<file path="src/hdl/polrs_pkg.sv">
// Package with the word types, the command type, the sequencer states and constants.
`default_nettype none
package polrs_pkg;
   localparam int MAX_STEPS = 63;
   localparam int COORD_W = 32;
   localparam int HEAD_W = 16;
   localparam int RES_W = 24;
   localparam int DX_W = COORD_W + 1;
   localparam int N_W = $clog2(MAX_STEPS + 1);
   localparam int K_W = $clog2(MAX_STEPS + 2);
   localparam int M_W = RES_W + K_W;
   localparam int SQ_W = 2 * M_W;
   localparam int SUM_W = 2 * COORD_W + 1;
   localparam int MUL_W = COORD_W;
   localparam int DIVC_W = $clog2(DX_W);
   localparam logic [RES_W-1:0] RES_RESET = RES_W'(256);
   localparam logic [K_W-1:0] K_LIMIT = K_W'(MAX_STEPS + 1);
   localparam logic [DIVC_W-1:0] DIV_LAST = DIVC_W'(DX_W - 1);

   typedef struct packed {
      logic signed [COORD_W-1:0] way_x;
      logic signed [COORD_W-1:0] way_y;
      logic [HEAD_W-1:0] way_heading;
      logic path_end;
   } req_word_type;

   typedef struct packed {
      logic signed [COORD_W-1:0] pt_x;
      logic signed [COORD_W-1:0] pt_y;
      logic [HEAD_W-1:0] pt_heading;
      logic run_last;
      logic path_done;
      logic count_clipped;
   } rsp_word_type;

   typedef struct packed {
      logic has_seg;
      logic seg_end;
      logic [COORD_W-1:0] sx;
      logic [COORD_W-1:0] sy;
      logic [HEAD_W-1:0] sh;
      logic signed [DX_W-1:0] dx;
      logic signed [DX_W-1:0] dy;
      logic [COORD_W-1:0] ex;
      logic [COORD_W-1:0] ey;
      logic [HEAD_W-1:0] eh;
   } cmd_type;

   typedef enum logic [3:0] {
      ST_IDLE, ST_SQX, ST_SQY, ST_MUL, ST_CMP, ST_PREP,
      ST_DIVX, ST_DIVY, ST_EMIT, ST_END
   } back_state_type;
endpackage
`default_nettype wire

</file>
<file path="src/hdl/polrs_front.sv">
// Front part: accepts waypoints, keeps the previous one and builds segment commands.
`default_nettype none
module polrs_front
   import polrs_pkg::*;
(
   input  wire logic clock,
   input  wire logic reset,
   input  wire logic req_push,
   input  wire req_word_type req_word,
   input  wire logic cmd_full,
   output logic cmd_push,
   output cmd_type cmd_word
);
   logic have_prev_ff, have_prev_in;
   logic [COORD_W-1:0] prev_x_ff, prev_y_ff, prev_x_in, prev_y_in;
   logic [HEAD_W-1:0] prev_h_ff, prev_h_in;
   logic accept;

   always_comb begin
      accept = req_push && !cmd_full;
      have_prev_in = have_prev_ff;
      prev_x_in = prev_x_ff;
      prev_y_in = prev_y_ff;
      prev_h_in = prev_h_ff;
      if (accept) begin
         if (req_word.path_end) begin
            have_prev_in = 1'b0;
         end else begin
            have_prev_in = 1'b1;
            prev_x_in = req_word.way_x;
            prev_y_in = req_word.way_y;
            prev_h_in = req_word.way_heading;
         end
      end
      cmd_push = accept && (have_prev_ff || req_word.path_end);
      cmd_word.has_seg = have_prev_ff;
      cmd_word.seg_end = req_word.path_end;
      cmd_word.sx = prev_x_ff;
      cmd_word.sy = prev_y_ff;
      cmd_word.sh = prev_h_ff;
      cmd_word.dx = DX_W'(req_word.way_x) - DX_W'(signed'(prev_x_ff));
      cmd_word.dy = DX_W'(req_word.way_y) - DX_W'(signed'(prev_y_ff));
      cmd_word.ex = req_word.way_x;
      cmd_word.ey = req_word.way_y;
      cmd_word.eh = req_word.way_heading;
   end

   always_ff @(posedge clock) begin
      if (reset) begin
         have_prev_ff <= 1'b0;
         prev_x_ff <= '0;
         prev_y_ff <= '0;
         prev_h_ff <= '0;
      end else begin
         have_prev_ff <= have_prev_in;
         prev_x_ff <= prev_x_in;
         prev_y_ff <= prev_y_in;
         prev_h_ff <= prev_h_in;
      end
   end
endmodule
`default_nettype wire

</file>
<file path="src/hdl/polrs_cmd_fifo.sv">
// Two-entry command queue between the front and back parts.
`default_nettype none
module polrs_cmd_fifo
   import polrs_pkg::*;
(
   input  wire logic clock,
   input  wire logic reset,
   input  wire logic push,
   input  wire cmd_type push_word,
   output logic full,
   input  wire logic pop,
   output logic empty,
   output cmd_type head_word
);
   cmd_type mem_ff [2];
   logic wr_ptr_ff, rd_ptr_ff;
   logic [1:0] count_ff;
   logic do_push, do_pop;

   assign full = (count_ff == 2'd2);
   assign empty = (count_ff == 2'd0);
   assign head_word = mem_ff[rd_ptr_ff];
   assign do_push = push && !full;
   assign do_pop = pop && !empty;

   always_ff @(posedge clock) begin
      if (do_push) begin
         mem_ff[wr_ptr_ff] <= push_word;
      end
   end

   always_ff @(posedge clock) begin
      if (reset) begin
         wr_ptr_ff <= 1'b0;
         rd_ptr_ff <= 1'b0;
         count_ff <= 2'd0;
      end else begin
         if (do_push) begin
            wr_ptr_ff <= !wr_ptr_ff;
         end
         if (do_pop) begin
            rd_ptr_ff <= !rd_ptr_ff;
         end
         count_ff <= count_ff + 2'(do_push) - 2'(do_pop);
      end
   end
endmodule
`default_nettype wire

</file>
<file path="src/hdl/polrs_back.sv">
// Back part: segment length count, per-axis division and point generation.
`default_nettype none
module polrs_back
   import polrs_pkg::*;
(
   input  wire logic clock,
   input  wire logic reset,
   input  wire logic csr_we,
   input  wire logic [RES_W-1:0] csr_wdata,
   input  wire logic cmd_empty,
   input  wire cmd_type cmd_head,
   output logic cmd_pop,
   output logic rsp_empty,
   input  wire logic rsp_pop,
   output rsp_word_type rsp_word
);
   back_state_type state_ff, state_in;
   cmd_type cmd_ff, cmd_in;
   logic [RES_W-1:0] res_ff, res_eff;
   logic [SUM_W-1:0] s_ff, s_in;
   logic [M_W-1:0] m_ff, m_in;
   logic [SQ_W-1:0] sq_ff, sq_in;
   logic [K_W-1:0] k_ff, k_in;
   logic [N_W-1:0] n_ff, n_in, j_ff, j_in;
   logic clip_ff, clip_in;
   logic [DIVC_W-1:0] dcnt_ff, dcnt_in;
   logic [DX_W-1:0] dsh_ff, dsh_in, dq_ff, dq_in;
   logic [N_W-1:0] drem_ff, drem_in;
   logic [DX_W-1:0] qx_ff, qx_in, qy_ff, qy_in, ax_q_ff, ax_q_in, ay_q_ff, ay_q_in;
   logic [N_W-1:0] rx_ff, rx_in, ry_ff, ry_in, ax_r_ff, ax_r_in, ay_r_ff, ay_r_in;
   rsp_word_type out_ff, out_in;
   logic out_valid_ff, out_valid_in;
   logic [DX_W-1:0] ax, ay, offx, offy;
   logic [MUL_W-1:0] mul_a;
   logic [2*MUL_W-1:0] prod;
   logic [N_W:0] rem_t, sx_t, sy_t;
   logic out_free, last_pt;

   assign res_eff = (res_ff == '0) ? RES_W'(1) : res_ff;
   assign rsp_empty = !out_valid_ff;
   assign rsp_word = out_ff;

   always_comb begin
      ax = cmd_ff.dx[DX_W-1] ? DX_W'(-cmd_ff.dx) : DX_W'(cmd_ff.dx);
      ay = cmd_ff.dy[DX_W-1] ? DX_W'(-cmd_ff.dy) : DX_W'(cmd_ff.dy);
      case (state_ff)
         ST_SQX: mul_a = ax[MUL_W-1:0];
         ST_SQY: mul_a = ay[MUL_W-1:0];
         default: mul_a = MUL_W'(m_ff);
      endcase
      prod = {{MUL_W{1'b0}}, mul_a} * {{MUL_W{1'b0}}, mul_a};
      rem_t = {drem_ff, dsh_ff[DX_W-1]};
      sx_t = {1'b0, ax_r_ff} + {1'b0, rx_ff};
      sy_t = {1'b0, ay_r_ff} + {1'b0, ry_ff};
      offx = cmd_ff.dx[DX_W-1] ? DX_W'(-ax_q_ff) : ax_q_ff;
      offy = cmd_ff.dy[DX_W-1] ? DX_W'(-ay_q_ff) : ay_q_ff;
      out_free = !out_valid_ff || rsp_pop;
      last_pt = (j_ff == n_ff - N_W'(1));
   end

   always_comb begin
      state_in = state_ff;
      cmd_in = cmd_ff;
      s_in = s_ff;
      m_in = m_ff;
      sq_in = sq_ff;
      k_in = k_ff;
      n_in = n_ff;
      j_in = j_ff;
      clip_in = clip_ff;
      dcnt_in = dcnt_ff;
      dsh_in = dsh_ff;
      dq_in = dq_ff;
      drem_in = drem_ff;
      qx_in = qx_ff;
      qy_in = qy_ff;
      rx_in = rx_ff;
      ry_in = ry_ff;
      ax_q_in = ax_q_ff;
      ay_q_in = ay_q_ff;
      ax_r_in = ax_r_ff;
      ay_r_in = ay_r_ff;
      out_in = out_ff;
      out_valid_in = out_valid_ff && !rsp_pop;
      cmd_pop = 1'b0;
      case (state_ff)
         ST_IDLE: begin
            if (!cmd_empty) begin
               cmd_pop = 1'b1;
               cmd_in = cmd_head;
               state_in = cmd_head.has_seg ? ST_SQX : ST_END;
            end
         end
         ST_SQX: begin
            s_in = SUM_W'(prod);
            state_in = ST_SQY;
         end
         ST_SQY: begin
            s_in = s_ff + SUM_W'(prod);
            m_in = M_W'(res_eff);
            k_in = K_W'(1);
            n_in = '0;
            clip_in = 1'b0;
            state_in = ST_MUL;
         end
         ST_MUL: begin
            sq_in = prod[SQ_W-1:0];
            state_in = ST_CMP;
         end
         ST_CMP: begin
            if (s_ff >= SUM_W'(sq_ff)) begin
               if (k_ff == K_LIMIT) begin
                  clip_in = 1'b1;
                  state_in = ST_PREP;
               end else begin
                  n_in = k_ff[N_W-1:0];
                  k_in = k_ff + K_W'(1);
                  m_in = m_ff + M_W'(res_eff);
                  state_in = ST_MUL;
               end
            end else begin
               state_in = ST_PREP;
            end
         end
         ST_PREP: begin
            dsh_in = ax;
            drem_in = '0;
            dcnt_in = '0;
            if (n_ff == '0) begin
               state_in = cmd_ff.seg_end ? ST_END : ST_IDLE;
            end else begin
               state_in = ST_DIVX;
            end
         end
         ST_DIVX, ST_DIVY: begin
            if (rem_t >= {1'b0, n_ff}) begin
               drem_in = N_W'(rem_t - {1'b0, n_ff});
               dq_in = {dq_ff[DX_W-2:0], 1'b1};
            end else begin
               drem_in = rem_t[N_W-1:0];
               dq_in = {dq_ff[DX_W-2:0], 1'b0};
            end
            dsh_in = {dsh_ff[DX_W-2:0], 1'b0};
            dcnt_in = dcnt_ff + DIVC_W'(1);
            if (dcnt_ff == DIV_LAST) begin
               dcnt_in = '0;
               if (state_ff == ST_DIVX) begin
                  qx_in = dq_in;
                  rx_in = drem_in;
                  dsh_in = ay;
                  drem_in = '0;
                  state_in = ST_DIVY;
               end else begin
                  qy_in = dq_in;
                  ry_in = drem_in;
                  ax_q_in = '0;
                  ay_q_in = '0;
                  ax_r_in = '0;
                  ay_r_in = '0;
                  j_in = '0;
                  state_in = ST_EMIT;
               end
            end
         end
         ST_EMIT: begin
            if (out_free) begin
               out_valid_in = 1'b1;
               out_in.pt_x = cmd_ff.sx + offx[COORD_W-1:0];
               out_in.pt_y = cmd_ff.sy + offy[COORD_W-1:0];
               out_in.pt_heading = cmd_ff.sh;
               out_in.run_last = last_pt && !cmd_ff.seg_end;
               out_in.path_done = 1'b0;
               out_in.count_clipped = clip_ff;
               if (sx_t >= {1'b0, n_ff}) begin
                  ax_r_in = N_W'(sx_t - {1'b0, n_ff});
                  ax_q_in = ax_q_ff + qx_ff + DX_W'(1);
               end else begin
                  ax_r_in = sx_t[N_W-1:0];
                  ax_q_in = ax_q_ff + qx_ff;
               end
               if (sy_t >= {1'b0, n_ff}) begin
                  ay_r_in = N_W'(sy_t - {1'b0, n_ff});
                  ay_q_in = ay_q_ff + qy_ff + DX_W'(1);
               end else begin
                  ay_r_in = sy_t[N_W-1:0];
                  ay_q_in = ay_q_ff + qy_ff;
               end
               j_in = j_ff + N_W'(1);
               if (last_pt) begin
                  state_in = cmd_ff.seg_end ? ST_END : ST_IDLE;
               end
            end
         end
         ST_END: begin
            if (out_free) begin
               out_valid_in = 1'b1;
               out_in.pt_x = cmd_ff.ex;
               out_in.pt_y = cmd_ff.ey;
               out_in.pt_heading = cmd_ff.eh;
               out_in.run_last = 1'b1;
               out_in.path_done = 1'b1;
               out_in.count_clipped = 1'b0;
               state_in = ST_IDLE;
            end
         end
         default: state_in = ST_IDLE;
      endcase
   end

   always_ff @(posedge clock) begin
      if (reset) begin
         state_ff <= ST_IDLE;
         out_valid_ff <= 1'b0;
         res_ff <= RES_RESET;
      end else begin
         state_ff <= state_in;
         out_valid_ff <= out_valid_in;
         if (csr_we) begin
            res_ff <= csr_wdata;
         end
      end
   end

   always_ff @(posedge clock) begin
      cmd_ff <= cmd_in;
      s_ff <= s_in;
      m_ff <= m_in;
      sq_ff <= sq_in;
      k_ff <= k_in;
      n_ff <= n_in;
      j_ff <= j_in;
      clip_ff <= clip_in;
      dcnt_ff <= dcnt_in;
      dsh_ff <= dsh_in;
      dq_ff <= dq_in;
      drem_ff <= drem_in;
      qx_ff <= qx_in;
      qy_ff <= qy_in;
      rx_ff <= rx_in;
      ry_ff <= ry_in;
      ax_q_ff <= ax_q_in;
      ay_q_ff <= ay_q_in;
      ax_r_ff <= ax_r_in;
      ay_r_ff <= ay_r_in;
      out_ff <= out_in;
   end
endmodule
`default_nettype wire

</file>
<file path="src/hdl/polyline_resampler_core.sv">
// Top level of the polyline resampler: front part, command queue and back part.
// Waypoints enter as words on the req_ queue port (push/full) and generated points
// leave on the rsp_ queue port (empty/pop). The csr_ port sets the point spacing.
// A waypoint is taken in the cycle it is pushed while the two-entry command queue
// has room. Each segment then takes the back part through taking the command,
// the squared length, a multiply and compare per tried point count (n + 1 tries,
// at most 64), a setup step, serial division for the two axes and the generated
// points; a segment with no points skips division and emission. A path end word
// adds an end step that outputs the final waypoint as a path-done word.
// The divider produces one quotient bit per cycle; points leave at one per cycle
// while the output register is free or popped.
// A waypoint with no segment and no path end is only stored by the front part.
// Reset clears the stored previous waypoint, the queue and the output register,
// and sets the spacing to 1.0 meter. When the receiver does not pop, the output
// register holds its word, the back part waits, and full rises once the queue
// has filled.
`default_nettype none
module polyline_resampler_core
   import polrs_pkg::*;
(
   input  wire logic clock,
   input  wire logic reset,
   input  wire logic req_push,
   input  wire req_word_type req_word,
   output logic req_full,
   output logic rsp_empty,
   input  wire logic rsp_pop,
   output rsp_word_type rsp_word,
   input  wire logic csr_we,
   input  wire logic [RES_W-1:0] csr_wdata
);
   logic cmd_push, cmd_full, cmd_pop, cmd_empty;
   cmd_type cmd_word, cmd_head;

   assign req_full = cmd_full;

   polrs_front u_front (
      .clock(clock), .reset(reset), .req_push(req_push), .req_word(req_word),
      .cmd_full(cmd_full), .cmd_push(cmd_push), .cmd_word(cmd_word)
   );

   polrs_cmd_fifo u_fifo (
      .clock(clock), .reset(reset), .push(cmd_push), .push_word(cmd_word),
      .full(cmd_full), .pop(cmd_pop), .empty(cmd_empty), .head_word(cmd_head)
   );

   polrs_back u_back (
      .clock(clock), .reset(reset), .csr_we(csr_we), .csr_wdata(csr_wdata),
      .cmd_empty(cmd_empty), .cmd_head(cmd_head), .cmd_pop(cmd_pop),
      .rsp_empty(rsp_empty), .rsp_pop(rsp_pop), .rsp_word(rsp_word)
   );

`ifndef SYNTHESIS
   a_reset_empty: assert property (@(posedge clock) reset |=> rsp_empty)
      else $error("result queue not empty after reset");
   a_done_last: assert property (@(posedge clock) disable iff (reset)
      !rsp_empty && rsp_word.path_done |-> rsp_word.run_last && !rsp_word.count_clipped)
      else $error("path end word without run_last or with clip flag");
   a_no_pop_empty: assert property (@(posedge clock) disable iff (reset)
      cmd_pop |-> !cmd_empty)
      else $error("command popped from an empty queue");
`endif
endmodule
`default_nettype wire
</file>
<file path="config.mk">
export PLATFORM = sky130hd
export DESIGN_NAME = polyline_resampler_core
export DESIGN_NICKNAME = d
export VERILOG_FILES = /design/src/hdl/polrs_pkg.sv /design/src/hdl/polrs_front.sv /design/src/hdl/polrs_cmd_fifo.sv /design/src/hdl/polrs_back.sv /design/src/hdl/polyline_resampler_core.sv
export SDC_FILE = /design/constraint.sdc
export NUM_CORES = 2
export LEC_CHECK = 0
export BUFFER_PORTS_ARGS = -buffer_cell sky130_fd_sc_hd__clkbuf_2
export CAP_MARGIN = 5
export CORE_MARGIN = 8
export CORE_UTILIZATION = 56
export DETAILED_ROUTE_END_ITERATION = 10
export GPL_ROUTABILITY_DRIVEN = 0
export PLACE_DENSITY_LB_ADDON = 0.05
export SYNTH_ARGS = -nofsm -noshare
export SYNTH_HDL_FRONTEND = slang
export SYNTH_SLANG_ARGS = --single-unit
</file>
<file path="constraint.sdc">
create_clock -name clock -period 22.9 [get_ports clock]
set_input_delay 3.435 -clock clock [delete_from_list [all_inputs] [get_ports clock]]
set_output_delay 3.435 -clock clock [all_outputs]
set_load 0.02 [all_outputs]
</file>
==> flow_summary.ini <==
[global_route]
grt_overflow = 0
grtUsageTotal_pct = 27.8
grt_pass1_wl_mm = 390
grt_pass1_vias = 66500
grt_antenna_before_repair = 4
grt_max_degree = 145

[sta]
relSlewSlack_pct = 22.1
clock.fmax_mhz = 69.9
tightest_slew_ns = 1.17
fin_setup_tns_ns = 0
rsz0062_at_grt = false
hold_violations = 0
setup_violations = 0
min_period_ns = 14.30
period_share_pct = 62.4
layout_setup_ws_ns = 8.60
skew_ns = 0.0286
slew_violations = 0

[die]
ios = 195
core_region_area_um2 = 169000
dieHeight_um = 427
die_area_um2 = 182000
rows = 151
die_x_um = 427
initial_core_util_pct = 56.1

[synth]
syn_inst = 8728
synth_most_common_cell = inv_1
synth.cell_area_um2 = 94600
yosysWarnings = 0
synth.distinct_cells = 81
synth_nets = 10300
synth_top_cell_by_area = edfxtp_1
synth_top_cells_by_area = edfxtp_1, fa_1, ha_1
synthFlopType = edfxtp_1
synth_commonest_cells = inv_1, edfxtp_1, nand2_1, fa_1, ha_1
yosysTopAreaCellShare_pct = 37.2
syn_avg_cell_area_um2 = 10.8
async_flop_share_pct = 0
seq_area_frac_synth_pct = 39.6
synth-edff-count = 1171
ys_seq_elements = 1286

[drt]
drt_wl_total_mm = 254
ant_nets = 0
wire_per_inst_um = 22.7
viasPerCell = 5.77
first_pass_iters = 8
via_count = 64600
drtIter0Drc = 4693
drc = 0

[setup_path]
cp-end-kind = flop
crit_path_max_fanout = 17
path_buf_inv = 5
critical-path-top-delay-family = compound AO/OA/AOI/OAI gates
path_depth = 44
slowest_delay_ns = 0.69
cp.arrival_ns = 14.85
startpoint_type = flop
cp_data_required_time_ns = 23.45
reg2regPathDepth = 44
crit_path_top_delay_cell = o221a_2
crit_path_frequent_cell = fa_1
path_class = flop to flop

[final_layout]
seqCellArea_um2 = 37500
num-fill-cells = 13900
drive_gt1_share_pct = 9.64
area_growth_pct = 8.73
multiInputGateArea_um2 = 51500
nets = 10500

[min_path]
hold_class = flop to flop
min_path_cells = 0

[clock_tree]
cts_resized = 0
cts_tree = built
cts_buffers = 140
clk_latency_ns = 0.80
hold_buffers = 0
cts_root_buf = clkbuf_16
cts.clk_slew.worst_paths_ns = 0.06
cts_sinks = 1286
post_cts_buffers = 0
cts_max_level = 4
clockBufferDepth = 3

[place]
pre_cts_ws_ns = 8.75
dp_hpwl_mm = 191
portBuffers = 194

[flow_run]
max_cap_violations = 0

[outcome]
status = complete, no violations
-- flip-flops by register name, indices dropped and copies added, names as in the netlist, 7 cells and up, named ones only --
| register | flops |
|---|---|
| u_back.ax_q_ff | 32 |
| u_back.m_ff | 31 |
| u_back.rsp_word | 83 |
| u_back.ay_q_ff | 32 |
| u_front.prev_h_ff | 16 |
| u_back.dq_ff | 31 |
| u_back.sq_ff | 61 |
| u_back.k_ff | 7 |
| u_front.prev_x_ff | 32 |
| u_fifo.mem_ff | 456 |
| u_back.s_ff | 65 |
| u_front.prev_y_ff | 32 |
| u_back.qx_ff | 32 |
| u_back.cmd_ff | 227 |
| u_back.dsh_ff | 33 |
| u_back.res_ff | 24 |
| u_back.qy_ff | 32 |
-- routing by layer --
| metal | GRT usage, % | vias to the layer above | wire [um] |
|---|---|---|---|
| met3 | 3.25 | 589 | 11400 |
| met1 | 34.4 | 32200 | 101000 |
| met4 | 13.2 | 0 | 14300 |
| met2 | 48.6 | 1839 | 127000 |
| li1 | - | 30000 | - |
| met5 | 0 | - | 0 |
-- cells by family after synthesis --
kind of cell / count (synthesis) / synth area share, %
simple gates: 2030 / 9.58
buf+inv: 1565 / 6.22
compound gates: 1514 / 9.98
fa+ha+maj: 1478 / 25.9
flops: 1286 / 39.6
xor+xnor: 553 / 5.13
mux: 302 / 3.55
-- worst paths after layout --
kind                                 to                  start  slack (ns)
setup / recovery        u_back.s_ff[62]      u_back.cmd_ff[80]        8.60
hold / removal    u_fifo.mem_ff[1][158]  u_front.prev_h_ff[12]        0.44
setup reg to reg        u_back.s_ff[62]      u_back.cmd_ff[80]        8.60
hold reg to reg   u_fifo.mem_ff[1][158]  u_front.prev_h_ff[12]        0.44
-- through the flow --
stage          util (%)  instance area [um2]  hold WS, ns  instances
4_1_cts            61.0               103000        0.437      11200
2_1_floorplan         -                94600        0.421       8728
6_report           61.0               103000        0.444      11200
3_3_place_gp       58.2                98200        0.430      10900
3_5_place_dp       58.2                98200        0.439      10900
5_1_grt            61.0               103000        0.458      11200
-- cell usage in the layout (no fill, tap or decap), types with 58 or more instances in the layout --
| cell | synthesis | routed |
|---|---|---|
| a21o_1 | 206 | 206 |
| a21oi_1 | 500 | 497 |
| buf_4 | 0 | 91 |
| clkbuf_16 | 0 | 144 |
| clkbuf_2 | 1 | 193 |
| dfxtp_1 | 115 | 114 |
| edfxtp_1 | 1171 | 1171 |
| fa_1 | 807 | 807 |
| ha_1 | 671 | 671 |
| inv_1 | 1266 | 1265 |
| mux2_2 | 270 | 270 |
| nand2_1 | 808 | 806 |
| nand2b_1 | 66 | 66 |
| nand3_1 | 95 | 95 |
| nand4_1 | 58 | 58 |
| nor2_1 | 618 | 614 |
| nor2b_1 | 60 | 59 |
| nor3_1 | 74 | 68 |
| o21ai_0 | 352 | 352 |
| xnor2_1 | 320 | 320 |
| xor2_1 | 232 | 232 |
-- final cells by class --
| class | instances | area share (%) |
|---|---|---|
| Antenna cell | 1 | 0.00243 |
| Sequential cell | 1286 | 36.4 |
| Timing Repair Buffer | 285 | 1.62 |
| Inverter | 1277 | 4.66 |
| Clock inverter | 77 | 0.843 |
| Clock buffer | 181 | 3.71 |
| Multi-Input combinational cell | 5877 | 50.1 |
| Tap cell | 2218 | 2.70 |
Power is not shown: default switching activity piles up to over one toggle a cycle in this logic, so the estimate is an artifact.
